### src/multiplexed_seven_segment_scanner_macros.svh
// Assertion macros shared by the scanner RTL.
// Included by the modules that carry checks; relies on signals named clock and reset.
`ifndef MULTIPLEXED_SEVEN_SEGMENT_SCANNER_MACROS_SVH
`define MULTIPLEXED_SEVEN_SEGMENT_SCANNER_MACROS_SVH
`ifndef SYNTHESIS
// cond holds in the same cycle as trig
`define MSS_ASSERT_SAME(label, trig, cond) \
   label: assert property (@(posedge clock) disable iff (reset) (trig) |-> (cond)) \
      else $error("scanner check failed");
// cond holds in the cycle after trig
`define MSS_ASSERT_NEXT(label, trig, cond) \
   label: assert property (@(posedge clock) disable iff (reset) (trig) |=> (cond)) \
      else $error("scanner check failed");
`else
`define MSS_ASSERT_SAME(label, trig, cond)
`define MSS_ASSERT_NEXT(label, trig, cond)
`endif
`endif

### src/mss_pkg.sv
// Shared types, constants and lookup functions for the seven-segment scanner.
// No dependencies; used by the interfaces and every module.
package mss_pkg;

   localparam int NUMBER_W    = 14;
   localparam int LIMIT_W     = 14;
   localparam int LEN_W       = 3;
   localparam int DIGIT_COUNT = 4;
   localparam int LIST_SIZE   = 5;
   localparam int POS_W       = 2;
   localparam int IDX_W       = 3;
   localparam int SEG_W       = 7;
   localparam int BCD_W       = 4;
   localparam int ADDR_W      = 5;
   localparam int DATA_W      = 32;

   // register indexes (byte address / 4)
   localparam logic [IDX_W-1:0] REG_NUMBER_A    = 3'd0;
   localparam logic [IDX_W-1:0] REG_NUMBER_B    = 3'd1;
   localparam logic [IDX_W-1:0] REG_NUMBER_C    = 3'd2;
   localparam logic [IDX_W-1:0] REG_NUMBER_D    = 3'd3;
   localparam logic [IDX_W-1:0] REG_NUMBER_E    = 3'd4;
   localparam logic [IDX_W-1:0] REG_DWELL_LIMIT = 3'd5;
   localparam logic [IDX_W-1:0] REG_LIST_LENGTH = 3'd6;

   localparam logic [NUMBER_W-1:0] RESET_NUMBER_A = 14'd1234;
   localparam logic [NUMBER_W-1:0] RESET_NUMBER_B = 14'd9876;
   localparam logic [NUMBER_W-1:0] RESET_NUMBER_C = 14'd537;
   localparam logic [NUMBER_W-1:0] RESET_NUMBER_D = 14'd6329;
   localparam logic [NUMBER_W-1:0] RESET_NUMBER_E = 14'd7948;
   localparam logic [LIMIT_W-1:0]  RESET_DWELL    = 14'd9800;
   localparam logic [LEN_W-1:0]    RESET_LENGTH   = 3'd5;

   // floor(n / 10^k) = (n * m_k) >> 24 is exact for every 14-bit n
   localparam int RECIP_W     = 25;
   localparam int RECIP_SHIFT = 24;
   localparam logic [RECIP_W-1:0] RECIP_ONE      = 25'd16777216;
   localparam logic [RECIP_W-1:0] RECIP_TEN      = 25'd1677722;
   localparam logic [RECIP_W-1:0] RECIP_HUNDRED  = 25'd167773;
   localparam logic [RECIP_W-1:0] RECIP_THOUSAND = 25'd16778;

   // floor(q / 10) = (q * 26215) >> 18 for every 14-bit q
   localparam int TEN_RECIP_W = 15;
   localparam int TEN_SHIFT   = 18;
   localparam int TEN_QUOT_W  = 11;
   localparam logic [TEN_RECIP_W-1:0] TEN_RECIP = 15'd26215;

   typedef struct packed {
      logic [LIST_SIZE-1:0][NUMBER_W-1:0] numbers;
      logic [LIMIT_W-1:0]                 dwell_limit;
      logic [LEN_W-1:0]                   list_length;
   } cfg_type;

   function automatic logic [RECIP_W-1:0] place_recip(input logic [POS_W-1:0] pos);
      logic [RECIP_W-1:0] m;
      case (pos)
         2'd0:    m = RECIP_ONE;
         2'd1:    m = RECIP_TEN;
         2'd2:    m = RECIP_HUNDRED;
         2'd3:    m = RECIP_THOUSAND;
         default: m = RECIP_ONE;
      endcase
      return m;
   endfunction

   // common-cathode pattern, bit 0 = segment a
   function automatic logic [SEG_W-1:0] seg_pattern(input logic [BCD_W-1:0] digit);
      logic [SEG_W-1:0] s;
      case (digit)
         4'd0:    s = 7'h3F;
         4'd1:    s = 7'h06;
         4'd2:    s = 7'h5B;
         4'd3:    s = 7'h4F;
         4'd4:    s = 7'h66;
         4'd5:    s = 7'h6D;
         4'd6:    s = 7'h7D;
         4'd7:    s = 7'h07;
         4'd8:    s = 7'h7F;
         4'd9:    s = 7'h6F;
         default: s = '0;
      endcase
      return s;
   endfunction

endpackage

### src/mss_interfaces.sv
// Valid/ready channel interfaces for the scanner's tick and result words.
// Depends on mss_pkg for field widths.
interface mss_req_if;
   logic valid;
   logic ready;
   logic tick_pulse;

   modport source (output valid, output tick_pulse, input ready);
   modport sink (input valid, input tick_pulse, output ready);
endinterface

interface mss_rsp_if;
   logic                            valid;
   logic                            ready;
   logic [mss_pkg::SEG_W-1:0]       segments;
   logic [mss_pkg::DIGIT_COUNT-1:0] digit_select;
   logic [mss_pkg::IDX_W-1:0]       shown_index;

   modport source (output valid, output segments, output digit_select, output shown_index,
                   input ready);
   modport sink (input valid, input segments, input digit_select, input shown_index,
                 output ready);
endinterface

### src/mss_csr.sv
// APB-style configuration registers: display list, dwell limit and list length.
// Depends on mss_pkg.
module mss_csr (
   input  logic                         clock,
   input  logic                         reset,
   input  logic                         psel,
   input  logic                         penable,
   input  logic                         pwrite,
   input  logic [mss_pkg::ADDR_W-1:0]   paddr,
   input  logic [mss_pkg::DATA_W-1:0]   pwdata,
   output logic [mss_pkg::DATA_W-1:0]   prdata,
   output logic                         pready,
   output mss_pkg::cfg_type             cfg
);

   logic [mss_pkg::IDX_W-1:0] reg_idx;
   logic                      wr_en;
   mss_pkg::cfg_type          cfg_ff;
   mss_pkg::cfg_type          cfg_in;

   assign reg_idx = paddr[mss_pkg::ADDR_W-1:2];
   assign wr_en   = psel && penable && pwrite;
   assign pready  = 1'b1;
   assign cfg     = cfg_ff;

   always_comb begin
      cfg_in = cfg_ff;
      if (wr_en) begin
         case (reg_idx)
            mss_pkg::REG_NUMBER_A:    cfg_in.numbers[0] = pwdata[mss_pkg::NUMBER_W-1:0];
            mss_pkg::REG_NUMBER_B:    cfg_in.numbers[1] = pwdata[mss_pkg::NUMBER_W-1:0];
            mss_pkg::REG_NUMBER_C:    cfg_in.numbers[2] = pwdata[mss_pkg::NUMBER_W-1:0];
            mss_pkg::REG_NUMBER_D:    cfg_in.numbers[3] = pwdata[mss_pkg::NUMBER_W-1:0];
            mss_pkg::REG_NUMBER_E:    cfg_in.numbers[4] = pwdata[mss_pkg::NUMBER_W-1:0];
            mss_pkg::REG_DWELL_LIMIT: cfg_in.dwell_limit = pwdata[mss_pkg::LIMIT_W-1:0];
            mss_pkg::REG_LIST_LENGTH: cfg_in.list_length = pwdata[mss_pkg::LEN_W-1:0];
            default: ;
         endcase
      end
   end

   always_ff @(posedge clock) begin
      if (reset) begin
         cfg_ff.numbers[0]  <= mss_pkg::RESET_NUMBER_A;
         cfg_ff.numbers[1]  <= mss_pkg::RESET_NUMBER_B;
         cfg_ff.numbers[2]  <= mss_pkg::RESET_NUMBER_C;
         cfg_ff.numbers[3]  <= mss_pkg::RESET_NUMBER_D;
         cfg_ff.numbers[4]  <= mss_pkg::RESET_NUMBER_E;
         cfg_ff.dwell_limit <= mss_pkg::RESET_DWELL;
         cfg_ff.list_length <= mss_pkg::RESET_LENGTH;
      end else begin
         cfg_ff <= cfg_in;
      end
   end

   always_comb begin
      prdata = '0;
      case (reg_idx)
         mss_pkg::REG_NUMBER_A:    prdata = mss_pkg::DATA_W'(cfg_ff.numbers[0]);
         mss_pkg::REG_NUMBER_B:    prdata = mss_pkg::DATA_W'(cfg_ff.numbers[1]);
         mss_pkg::REG_NUMBER_C:    prdata = mss_pkg::DATA_W'(cfg_ff.numbers[2]);
         mss_pkg::REG_NUMBER_D:    prdata = mss_pkg::DATA_W'(cfg_ff.numbers[3]);
         mss_pkg::REG_NUMBER_E:    prdata = mss_pkg::DATA_W'(cfg_ff.numbers[4]);
         mss_pkg::REG_DWELL_LIMIT: prdata = mss_pkg::DATA_W'(cfg_ff.dwell_limit);
         mss_pkg::REG_LIST_LENGTH: prdata = mss_pkg::DATA_W'(cfg_ff.list_length);
         default:                  prdata = '0;
      endcase
   end

endmodule

### src/mss_digit.sv
// Second datapath stage: quotient mod 10 and segment pattern lookup.
// Depends on mss_pkg.
module mss_digit (
   input  logic [mss_pkg::NUMBER_W-1:0] quot,
   output logic [mss_pkg::SEG_W-1:0]    segments
);

   localparam int PROD_W = mss_pkg::NUMBER_W + mss_pkg::TEN_RECIP_W;

   logic [PROD_W-1:0]              prod;
   logic [mss_pkg::TEN_QUOT_W-1:0] tens;
   logic [mss_pkg::NUMBER_W-1:0]   tens_x10;
   logic [mss_pkg::NUMBER_W-1:0]   rem;

   assign prod = PROD_W'(quot) * PROD_W'(mss_pkg::TEN_RECIP);
   assign tens = prod[mss_pkg::TEN_SHIFT +: mss_pkg::TEN_QUOT_W];
   // tens * 10 as 8x + 2x
   assign tens_x10 = mss_pkg::NUMBER_W'({tens, 3'b000}) + mss_pkg::NUMBER_W'({tens, 1'b0});
   assign rem      = quot - tens_x10;
   assign segments = mss_pkg::seg_pattern(rem[mss_pkg::BCD_W-1:0]);

endmodule

### src/multiplexed_seven_segment_scanner.sv
// Multiplexed seven-segment scanner: takes one tick word per cycle while the output
// side keeps up and returns one result word for each. Stage one selects the shown
// number and divides it by the place value of the current digit (a 14x25 multiply by
// a reciprocal); stage two takes that quotient mod 10 and looks up the common-cathode
// pattern into the output register. Scan position, dwell counter and list position
// update at the edge the tick is taken, so a new word can be taken every cycle while
// the output side keeps up. A word with tick_pulse low returns blank segments, no
// digit select and the current list index, and changes nothing.
// Depends on mss_pkg, mss_interfaces, mss_csr, mss_digit and the macros header.
`include "multiplexed_seven_segment_scanner_macros.svh"

module multiplexed_seven_segment_scanner (
   input  logic                         clock,
   input  logic                         reset,
   mss_req_if.sink                      req_port,
   mss_rsp_if.source                    rsp_port,
   input  logic                         psel,
   input  logic                         penable,
   input  logic                         pwrite,
   input  logic [mss_pkg::ADDR_W-1:0]   paddr,
   input  logic [mss_pkg::DATA_W-1:0]   pwdata,
   output logic [mss_pkg::DATA_W-1:0]   prdata,
   output logic                         pready
);

   localparam int PROD_W = mss_pkg::NUMBER_W + mss_pkg::RECIP_W;

   mss_pkg::cfg_type cfg;

   // scan state
   logic [mss_pkg::POS_W-1:0]   scan_ff, scan_in;
   logic [mss_pkg::LIMIT_W-1:0] dwell_ff, dwell_in;
   logic [mss_pkg::IDX_W-1:0]   list_pos_ff, list_pos_in;

   // stage one
   logic                          s1_valid_ff, s1_valid_in;
   logic                          s1_tick_ff;
   logic [mss_pkg::POS_W-1:0]     s1_pos_ff;
   logic [mss_pkg::IDX_W-1:0]     s1_index_ff;
   logic [mss_pkg::NUMBER_W-1:0]  s1_quot_ff, s1_quot_in;

   // output register
   logic                            rsp_valid_ff, rsp_valid_in;
   logic [mss_pkg::SEG_W-1:0]       rsp_seg_ff, rsp_seg_in;
   logic [mss_pkg::DIGIT_COUNT-1:0] rsp_sel_ff, rsp_sel_in;
   logic [mss_pkg::IDX_W-1:0]       rsp_index_ff;

   logic                          out_load;
   logic                          in_ready;
   logic                          accept;
   logic                          tick_take;
   logic [mss_pkg::NUMBER_W-1:0]  num_sel;
   logic [PROD_W-1:0]             prod;
   logic [mss_pkg::SEG_W-1:0]     digit_seg;
   logic [mss_pkg::IDX_W-1:0]     eff_len;
   logic [mss_pkg::IDX_W-1:0]     list_next;

   mss_csr u_csr (
      .clock   (clock),
      .reset   (reset),
      .psel    (psel),
      .penable (penable),
      .pwrite  (pwrite),
      .paddr   (paddr),
      .pwdata  (pwdata),
      .prdata  (prdata),
      .pready  (pready),
      .cfg     (cfg)
   );

   mss_digit u_digit (
      .quot     (s1_quot_ff),
      .segments (digit_seg)
   );

   // pipeline flow: the output register frees when its word is taken
   assign out_load  = !rsp_valid_ff || rsp_port.ready;
   assign in_ready  = !s1_valid_ff || out_load;
   assign accept    = req_port.valid && in_ready;
   assign tick_take = accept && req_port.tick_pulse;

   assign req_port.ready        = in_ready;
   assign rsp_port.valid        = rsp_valid_ff;
   assign rsp_port.segments     = rsp_seg_ff;
   assign rsp_port.digit_select = rsp_sel_ff;
   assign rsp_port.shown_index  = rsp_index_ff;

   always_comb begin
      case (list_pos_ff)
         3'd0:    num_sel = cfg.numbers[0];
         3'd1:    num_sel = cfg.numbers[1];
         3'd2:    num_sel = cfg.numbers[2];
         3'd3:    num_sel = cfg.numbers[3];
         3'd4:    num_sel = cfg.numbers[4];
         default: num_sel = '0;
      endcase
   end

   assign prod       = PROD_W'(num_sel) * PROD_W'(mss_pkg::place_recip(scan_ff));
   assign s1_quot_in = prod[mss_pkg::RECIP_SHIFT +: mss_pkg::NUMBER_W];

   // zero length acts as one, anything above the list size as the list size
   always_comb begin
      if (cfg.list_length == '0) begin
         eff_len = mss_pkg::IDX_W'(1);
      end else if (cfg.list_length > mss_pkg::IDX_W'(mss_pkg::LIST_SIZE)) begin
         eff_len = mss_pkg::IDX_W'(mss_pkg::LIST_SIZE);
      end else begin
         eff_len = cfg.list_length;
      end
   end

   always_comb begin
      list_next = list_pos_ff + mss_pkg::IDX_W'(1);
      if (list_next >= eff_len) begin
         list_next = '0;
      end
   end

   always_comb begin
      scan_in     = scan_ff;
      dwell_in    = dwell_ff;
      list_pos_in = list_pos_ff;
      if (tick_take) begin
         if (scan_ff == mss_pkg::POS_W'(mss_pkg::DIGIT_COUNT - 1)) begin
            scan_in = '0;
         end else begin
            scan_in = scan_ff + mss_pkg::POS_W'(1);
         end
         if (dwell_ff < cfg.dwell_limit) begin
            dwell_in = dwell_ff + mss_pkg::LIMIT_W'(1);
         end else begin
            dwell_in    = '0;
            list_pos_in = list_next;
         end
      end
   end

   assign s1_valid_in  = in_ready ? accept : s1_valid_ff;
   assign rsp_valid_in = out_load ? s1_valid_ff : rsp_valid_ff;
   assign rsp_seg_in   = s1_tick_ff ? digit_seg : '0;
   assign rsp_sel_in   = s1_tick_ff ? (mss_pkg::DIGIT_COUNT'(1) << s1_pos_ff) : '0;

   always_ff @(posedge clock) begin
      if (reset) begin
         scan_ff      <= '0;
         dwell_ff     <= '0;
         list_pos_ff  <= '0;
         s1_valid_ff  <= 1'b0;
         rsp_valid_ff <= 1'b0;
      end else begin
         scan_ff      <= scan_in;
         dwell_ff     <= dwell_in;
         list_pos_ff  <= list_pos_in;
         s1_valid_ff  <= s1_valid_in;
         rsp_valid_ff <= rsp_valid_in;
      end
   end

   always_ff @(posedge clock) begin
      if (accept) begin
         s1_tick_ff  <= req_port.tick_pulse;
         s1_pos_ff   <= scan_ff;
         s1_index_ff <= list_pos_ff;
         s1_quot_ff  <= s1_quot_in;
      end
      if (out_load && s1_valid_ff) begin
         rsp_seg_ff   <= rsp_seg_in;
         rsp_sel_ff   <= rsp_sel_in;
         rsp_index_ff <= s1_index_ff;
      end
   end

   `MSS_ASSERT_SAME(a_sel_onehot, rsp_valid_ff, $onehot0(rsp_sel_ff))
   `MSS_ASSERT_SAME(a_blank_no_sel, rsp_valid_ff && rsp_sel_ff == '0, rsp_seg_ff == '0)
   `MSS_ASSERT_SAME(a_list_range, 1'b1, list_pos_ff < mss_pkg::IDX_W'(mss_pkg::LIST_SIZE))
   `MSS_ASSERT_NEXT(a_idle_word_holds, accept && !req_port.tick_pulse,
                    $stable(scan_ff) && $stable(dwell_ff) && $stable(list_pos_ff))
   `MSS_ASSERT_NEXT(a_dwell_step, tick_take && dwell_ff < cfg.dwell_limit,
                    dwell_ff == $past(dwell_ff) + mss_pkg::LIMIT_W'(1))

endmodule

### src/flat_wrapper.sv
// flat-port wrapper written by rule: the top's interface ports become plain ports
module multiplexed_seven_segment_scanner_flat 
  (clock, reset, psel, penable, pwrite, paddr, pwdata, prdata, pready, req_port_valid, req_port_tick_pulse, req_port_ready, rsp_port_valid, rsp_port_segments, rsp_port_digit_select, rsp_port_shown_index, rsp_port_ready);
  mss_req_if req_port_i ();
  mss_rsp_if rsp_port_i ();
  input  logic clock;
  input  logic reset;
  input  logic psel;
  input  logic penable;
  input  logic pwrite;
  input  logic [mss_pkg::ADDR_W-1:0] paddr;
  input  logic [mss_pkg::DATA_W-1:0] pwdata;
  output logic [mss_pkg::DATA_W-1:0] prdata;
  output logic pready;
  input wire logic [$bits(req_port_i.valid)-1:0] req_port_valid;
  input wire logic [$bits(req_port_i.tick_pulse)-1:0] req_port_tick_pulse;
  output wire logic [$bits(req_port_i.ready)-1:0] req_port_ready;
  output wire logic [$bits(rsp_port_i.valid)-1:0] rsp_port_valid;
  output wire logic [$bits(rsp_port_i.segments)-1:0] rsp_port_segments;
  output wire logic [$bits(rsp_port_i.digit_select)-1:0] rsp_port_digit_select;
  output wire logic [$bits(rsp_port_i.shown_index)-1:0] rsp_port_shown_index;
  input wire logic [$bits(rsp_port_i.ready)-1:0] rsp_port_ready;
  assign req_port_i.valid = req_port_valid;
  assign req_port_i.tick_pulse = req_port_tick_pulse;
  assign req_port_ready = req_port_i.ready;
  assign rsp_port_valid = rsp_port_i.valid;
  assign rsp_port_segments = rsp_port_i.segments;
  assign rsp_port_digit_select = rsp_port_i.digit_select;
  assign rsp_port_shown_index = rsp_port_i.shown_index;
  assign rsp_port_i.ready = rsp_port_ready;
  multiplexed_seven_segment_scanner u_core (.clock(clock), .reset(reset), .req_port(req_port_i), .rsp_port(rsp_port_i), .psel(psel), .penable(penable), .pwrite(pwrite), .paddr(paddr), .pwdata(pwdata), .prdata(prdata), .pready(pready));
endmodule
### config.mk
export PLATFORM = sky130hd
export DESIGN_NAME = multiplexed_seven_segment_scanner_flat
export DESIGN_NICKNAME = d
export VERILOG_FILES = /design/src/mss_pkg.sv /design/src/mss_interfaces.sv /design/src/mss_csr.sv /design/src/mss_digit.sv /design/src/multiplexed_seven_segment_scanner.sv /design/src/flat_wrapper.sv
export VERILOG_INCLUDE_DIRS = /design/src /design/src/src
export SDC_FILE = /design/constraint.sdc
export NUM_CORES = 1
export LEC_CHECK = 0
export BUFFER_PORTS_ARGS = -buffer_cell sky130_fd_sc_hd__buf_2
export CAP_MARGIN = 20
export CORE_MARGIN = 1.5
export CORE_UTILIZATION = 45
export CTS_BUF_LIST = sky130_fd_sc_hd__clkbuf_4 sky130_fd_sc_hd__clkbuf_8 sky130_fd_sc_hd__clkbuf_16
export CTS_CLUSTER_DIAMETER = 30
export CTS_CLUSTER_SIZE = 14
export DETAILED_ROUTE_END_ITERATION = 7
export PLACE_DENSITY = 0.6
export SYNTH_ARGS = -nofsm -noshare
export SYNTH_HDL_FRONTEND = slang
export SYNTH_SLANG_ARGS = --single-unit
### constraint.sdc
create_clock -name clock -period 8.51 [get_ports clock]
set_input_delay 1.702 -clock clock [delete_from_list [all_inputs] [get_ports clock]]
set_output_delay 1.702 -clock clock [all_outputs]
set_load 0.1 [all_outputs]
Word level (Yosys, flattened, before mapping)
Memories as Yosys holds them, arrays and structs flattened. A register that Yosys moved wholly into a read port is not among the register bits.
Index checks and enable logic that the tools add are counted.
Widths: inputs -> output; s select.

operators by class
  shift operators = 1
  order comparisons = 3
  equality and inequality tests = 13
  reductions and logical operators = 22
  $add $sub $neg = 5
  multiply operators = 2
  bitwise gates (word level) = 1
  muxes and demuxes = 8

operator list
  operator                number
  $pmux 25 s4             1
  $pmux 14 s7             1
  $pmux 14 s5             1
  $mul 14x25->38          1
  $mul 14x15->21 const B  1
  $reduce_and 2->1        8
  $add 14x1->14 const B   1
  $lt 14x14->1            1
  $mux 14                 1
  $eq 3x2->1 const B      4
  $eq 3x3->1 const B      4
  $logic_not 3->1         3
  $mux 3                  3
  $eq 3x1->1 const B      2
  $logic_and 1x1->1       5
  $add 4x4->4             1
  $eq 2x2->1 const B      2
  $shl 1x2->4 const A     1
  $sub 4x4->4             1
  $add 3x1->3 const B     1
  $ge 3x3->1              1
  $gt 3x3->1 const B      1
  $logic_not 1->1         3
  $add 2x1->2 const B     1
  5 further kinds         6

storage, ports and cells
  memories kept = 1
  bits of input ports = 45
  memory bits (read-only) = 112
  output and inout bits = 49
  word-level logic and storage cells = 74
  register bits = 135

memory list
  name              words  bits a word  rd ports  clocked after memory_dff  write ports  RTL line       RTL
  (name not given)  16     7            1         1                         0            mss_pkg.sv:69  case (digit)

Depth between registers and ports, before layout
  depth after elaboration = 6
  gate-level depth with buffers = 31
  gate-level depth less buffers = 29

By module
From an unflattened synthesis, not the netlist that was laid out.

unflattened totals
  cells, all modules = 1,959
  area, all modules = 18,346.3 um^2

modules (own cells, without submodules)
  module                             seq. area each (um^2)  area an instance (um^2)  instances  cells each
  multiplexed_seven_segment_scanner  1,441.4                11,254.5                 1          1,179
  mss_csr                            1,741.7                4,194.0                  1          483
  mss_digit                          0.0                    2,897.8                  1          297

Worst setup path after synthesis
No wires, ideal clock.

  kind = register to register
  start point = register u_core.s1_quot_ff[11] in the netlist's numbering
  end point = register u_core.rsp_seg_ff, in the netlist u_core.rsp_port.segments[5] (data pin)
  slack = 1,192 ps
  arrival = 7,167 ps
  required time = 8,358 ps
  stages on the path, launching flop included = 28
  clock period less this slack = 7,318 ps
  library setup time = 152 ps
  buffers on the path = 0
  path through = edfxtp_1 fa_1 inv_1 fa_1 fa_1 inv_1 fa_1 fa_1 fa_1 ha_1 a21o_1 a21o_1 a21oi_1 o31ai_4 nand3_1 nand2_1 a21oi_1 xnor2_1 ha_1 nor3b_1 nor2_1 and3_1 o21ai_0 nand2_1 nor4_4 xnor2_2 or3_1 a31oi_1

between the ends
  word-level cells in the longest chain between the ends = 3

RTL lines
  element                 RTL line                                  RTL
  start, declared         multiplexed_seven_segment_scanner.sv:40   logic [mss_pkg::NUMBER_W-1:0] s1_quot_ff, s1_quot_in;
  start signal, assigned  multiplexed_seven_segment_scanner.sv:165  s1_quot_ff <= s1_quot_in;
  $mul 14x15->21          mss_digit.sv:15                           assign prod = PROD_W'(quot) * PROD_W'(mss_pkg::TEN_RECIP);
  $add 4x4->4             mss_digit.sv:18                           assign tens_x10 = mss_pkg::NUMBER_W'({tens, 3'b000}) + mss_pkg::NUMBER_W'({tens, 1'b0});
  $sub 4x4->4             mss_digit.sv:19                           assign rem = quot - tens_x10;
  end, declared           multiplexed_seven_segment_scanner.sv:44   logic [mss_pkg::SEG_W-1:0] rsp_seg_ff, rsp_seg_in;

Every way passes these cells.
A chain may end at the register's enable or synchronous reset.

Final worst setup path
  start point = register u_core.list_pos_ff[0] in the netlist's numbering
  end point = register u_core.s1_quot_ff[13] in the netlist's numbering (data pin)

between the ends
  word-level cells in the longest chain between the ends = 3
  elaborated cells on any way between the ends = 7
  those cells by class = 1 x mul; 4 x eq/ne; 1 x mux; 1 x reduce/logical

RTL lines
  element                             RTL line                                  RTL
  start, declared                     multiplexed_seven_segment_scanner.sv:33   logic [mss_pkg::IDX_W-1:0] list_pos_ff, list_pos_in;
  start signal, assigned              multiplexed_seven_segment_scanner.sv:154  list_pos_ff <= list_pos_in;
  $eq 3x3->1 (tied with other cells)  multiplexed_seven_segment_scanner.sv:89   case (list_pos_ff)
  $pmux 14 s5 (*)                     multiplexed_seven_segment_scanner.sv:89
  $mul 14x25->38 (*)                  multiplexed_seven_segment_scanner.sv:99   assign prod = PROD_W'(num_sel) * PROD_W'(mss_pkg::place_recip(scan_ff));
  named net u_core.prod[37]           multiplexed_seven_segment_scanner.sv:53   logic [PROD_W-1:0] prod;

Mark *: on every way through the listed nets, which the timed path passes. The rest lies on a longest branch.

==> impl_metrics.csv <==
group,metric,value,unit
run_status,status,"finished, final reports clean",
worst_setup_path,path_buf_inv,4,
worst_setup_path,required,8.67,ns
floorplan,num_io_pins,94,
synth,ys_types,59,
worst_setup_path,reg2reg_slack,0.56,ns
sta,worstMarginPinSlew,1.027,ns
placed_design,place_congestion,0.8905,
synth,synth_edf_count,34,
worst_setup_path,crit_fanout,8,
worst_setup_path,path_delay_family,"adder cells",
worst_setup_path,crit_path_start_kind,"register",
clocking,cts_buffer_depth,2,
cells_and_area,post-route-util,50.20,%
worst_setup_path,crit_path_end_kind,"register",
clocking,cts.sinks,142,
floorplan,initial_utilization,45.95,%
clocking,tritoncts,"built",
worst_setup_path,cp_slowest_stage_delay,0.55,ns
global_route,grt_max_degree,97,
cells_and_area,fin_nets,2541,
route,via_count,13370,
clocking,cts_setup_buffers,0,
global_route,track_usage,23.31,%
sta,finalMaxSlewViolations,0,
route,post-route-drc-count,0,
worst_setup_path,critical_path_class,"register to register",
sta,fmax,125.8,MHz
sta,fin_crit,7.946,ns
route,first_pass_iters,6,
sta,setup_ws,0.5639,ns
sta,maxSlewHeadroom,31.52,%
worst_setup_path,critPathArrivalTime,8.11,ns
route,drt_iter0_markers,923,
clocking,cts_max_level,4,
clocking,root_buffer,"clkbuf_16",
route,ant_nets,0,
power,vdd_drop_max,724.2,uV
floorplan,rows,72,
placed_design,port_buffers,54,
placed_design,pre_cts_ws,0.4484,ns
sta,whs,0.4281,ns
hold_path,hold_path.class,"register to register",
sta,min_period_over_period,93.37,%
synth,synthArstFlopShare,0,%
floorplan,core_area,38920,um2
sta,final_hold_viol_count,0,
synth,ys_ff_latch,142,
synth,synth.avg_cell_area,9.280,um2
sta,rsz0062_at_grt,"false",
worst_setup_path,critPathSlowestCell,"fa_1",
cells_and_area,drive_gt1_share,8.797,%
global_route,antenna_found_initial,1,
placed_design,dp.cells,2497,
floorplan,design.die.area,40950,um2
synth,synth_warnings,0,
global_route,grt_pass1_vias,13890,
clocking,cts-buffers-inserted,17,
worst_setup_path,crit_top_cell,"fa_1",
floorplan,die_w,202.4,um
route,wire_per_inst,18.19,um
clocking,insertion_delay,0.43,ns
job,drv_cap,0,
power,p_leak,0.01009,uW
synth,seq_area_frac_synth,17.80,%
global_route,grt_pass1_wl,74850,um
sta,setup_viol,0,
sta,finalSetupTns,0,ns
floorplan,dieHeight,202.4,um
synth,synthCells,1927,
cells_and_area,syn_to_final_growth,9.242,%
clocking,cts.clk_slew.worst_paths,0.06,ns
route,via_per_inst,5.283,
power,powerDensity,344.7,nW/um2
placed_design,hpwl,37370,um
synth,syn_area,17880,um2
cells_and_area,fillerInstances,3645,
global_route,grt-ovfl-total,0,
route,totalWireLength,46040,um
synth,synth-main-ff-cell,"dfxtp_1",
cells_and_area,fin_cells,2531,
sta,fin_skew,0.02253,ns
-- metrics by stage --
step / area (um2) / total power (uW)
2_1_floorplan: 17950 / 5055
6_report: 19540 / 6734
5_1_grt: 19530 / 7427
4_1_cts: 19520 / 6772
3_5_place_dp: 18930 / 5963
3_3_place_gp: 18930 / 5852
-- synth_stat cells (26+ instances only) --
cell type | count | share of area, %
and2_1 | 52 | 1.8
nor2_1 | 61 | 1.3
fa_1 | 243 | 27
nand2_1 | 234 | 4.9
o21ai_0 | 26 | 0.73
dfxtp_1 | 108 | 12
a22oi_1 | 34 | 1.4
nand3b_1 | 28 | 1.2
ha_1 | 254 | 18
nand3_1 | 31 | 0.87
edfxtp_1 | 34 | 5.7
inv_1 | 369 | 7.7
a21o_1 | 31 | 1.3
clkbuf_1 | 50 | 1.0
a21oi_1 | 93 | 2.6
-- routing by layer --
metal	GRT usage, %	up-vias	part of all wire, %
li1	-	6352	-
met1	31.79	6559	46
met2	38.87	406	47
met3	3.676	55	5.7
met4	5.370	0	1.8
met5	0	-	0
-- cell families (layout without fill, tap and decap cells) --
logic type / Yosys count / after routing / synth area share (%)
simple gates: 503 / 503 / 13.53
mux: 31 / 31 / 1.966
compound gates: 265 / 265 / 9.753
xor+xnor: 44 / 44 / 2.239
fa+ha+maj: 497 / 497 / 44.97
other cells: 2 / 20 / 0.04199
buf+inv: 443 / 511 / 9.697
flops: 142 / 142 / 17.80
-- where the power goes --
| part | total [uW] | leakage [uW] | internal, uW | switching, uW |
|---|---|---|---|---|
| Combinational | 5130 | 0.00860 | 2150 | 2980 |
| Sequential | 867 | 0.00121 | 839 | 27.5 |
| Clock | 739 | 0.000285 | 398 | 342 |
| Total | 6730 | 0.0101 | 3380 | 3350 |
-- worst register-to-register path: stages (launching register included) --
cell and delay, ns:
dfxtp_1 0.36, ha_1 0.22, ha_1 0.35, buf_4 0.24
a22oi_1 0.18, nand3_1 0.48, nand2_1 0.34, fa_1 0.48
fa_1 0.51, inv_1 0.05, fa_1 0.49, inv_1 0.06
fa_1 0.55, inv_1 0.05, fa_1 0.47, fa_1 0.48
ha_1 0.31, a21o_1 0.17, a21o_1 0.18, a221oi_1 0.37
o21ai_0 0.26, nor3_1 0.39, o211ai_1 0.20, a21o_1 0.23
a21oi_1 0.19, xnor2_1 0.08
-- worst paths after layout --
| kind | startpoint | to | depth (start not counted) |
|---|---|---|---|
| min | u_core.s1_index_ff[1]$_DFFE_PP_ | u_core.rsp_port.shown_index[1]$_DFFE_PP_ | 0 |
| min reg2reg | u_core.s1_index_ff[1]$_DFFE_PP_ | u_core.rsp_port.shown_index[1]$_DFFE_PP_ | 0 |
| max | u_core.list_pos_ff[0]$_SDFFE_PP0P_ | u_core.s1_quot_ff[13]$_DFFE_PP_ | 25 |
| max reg2reg | u_core.list_pos_ff[0]$_SDFFE_PP0P_ | u_core.s1_quot_ff[13]$_DFFE_PP_ | 25 |
-- flip-flops by register name (all words and copies together), names as in the netlist, 2 cells and up --
register                      count
u_core.u_csr.cfg                 87
u_core.dwell_ff                  14
u_core.s1_quot_ff                14
u_core.rsp_port.segments          7
u_core.rsp_port.digit_select      4
u_core.list_pos_ff                3
u_core.rsp_port.shown_index       3
u_core.s1_index_ff                3
u_core.s1_pos_ff                  2
u_core.scan_ff                    2
-- timing repair --
action	CTS	global route
hold buffers	0	0
setup endpoints to repair	0	1
resized for setup	0	1
-- cell usage in the layout, fill, tap and decap left out, drive strengths merged, types with 20 or more instances in the layout --
master and count:
nand2b 20, edfxtp 34, nor2 61, nand3 31, xnor2 26, ha 254, a21oi 93, dfxtp 108
a22oi 34, buf 110, nand2 234, and2 52, o21ai 29, fa 243, inv 374, nand3b 28
a21o 32
-- area by class of cell --
cell class                 count  area (um2)  area share (%)
multi-input combinational   1359       13030           66.71
inverter                     369        1385           7.090
timing repair buffer         110       694.4           3.555
tap                          518       648.1           3.318
sequential                   142        3183           16.29
clock inverter                14       151.4          0.7749
clock buffer                  18       439.2           2.248
antenna                        1       2.502         0.01281
No activity file was read; power rests on OpenSTA's default activity.
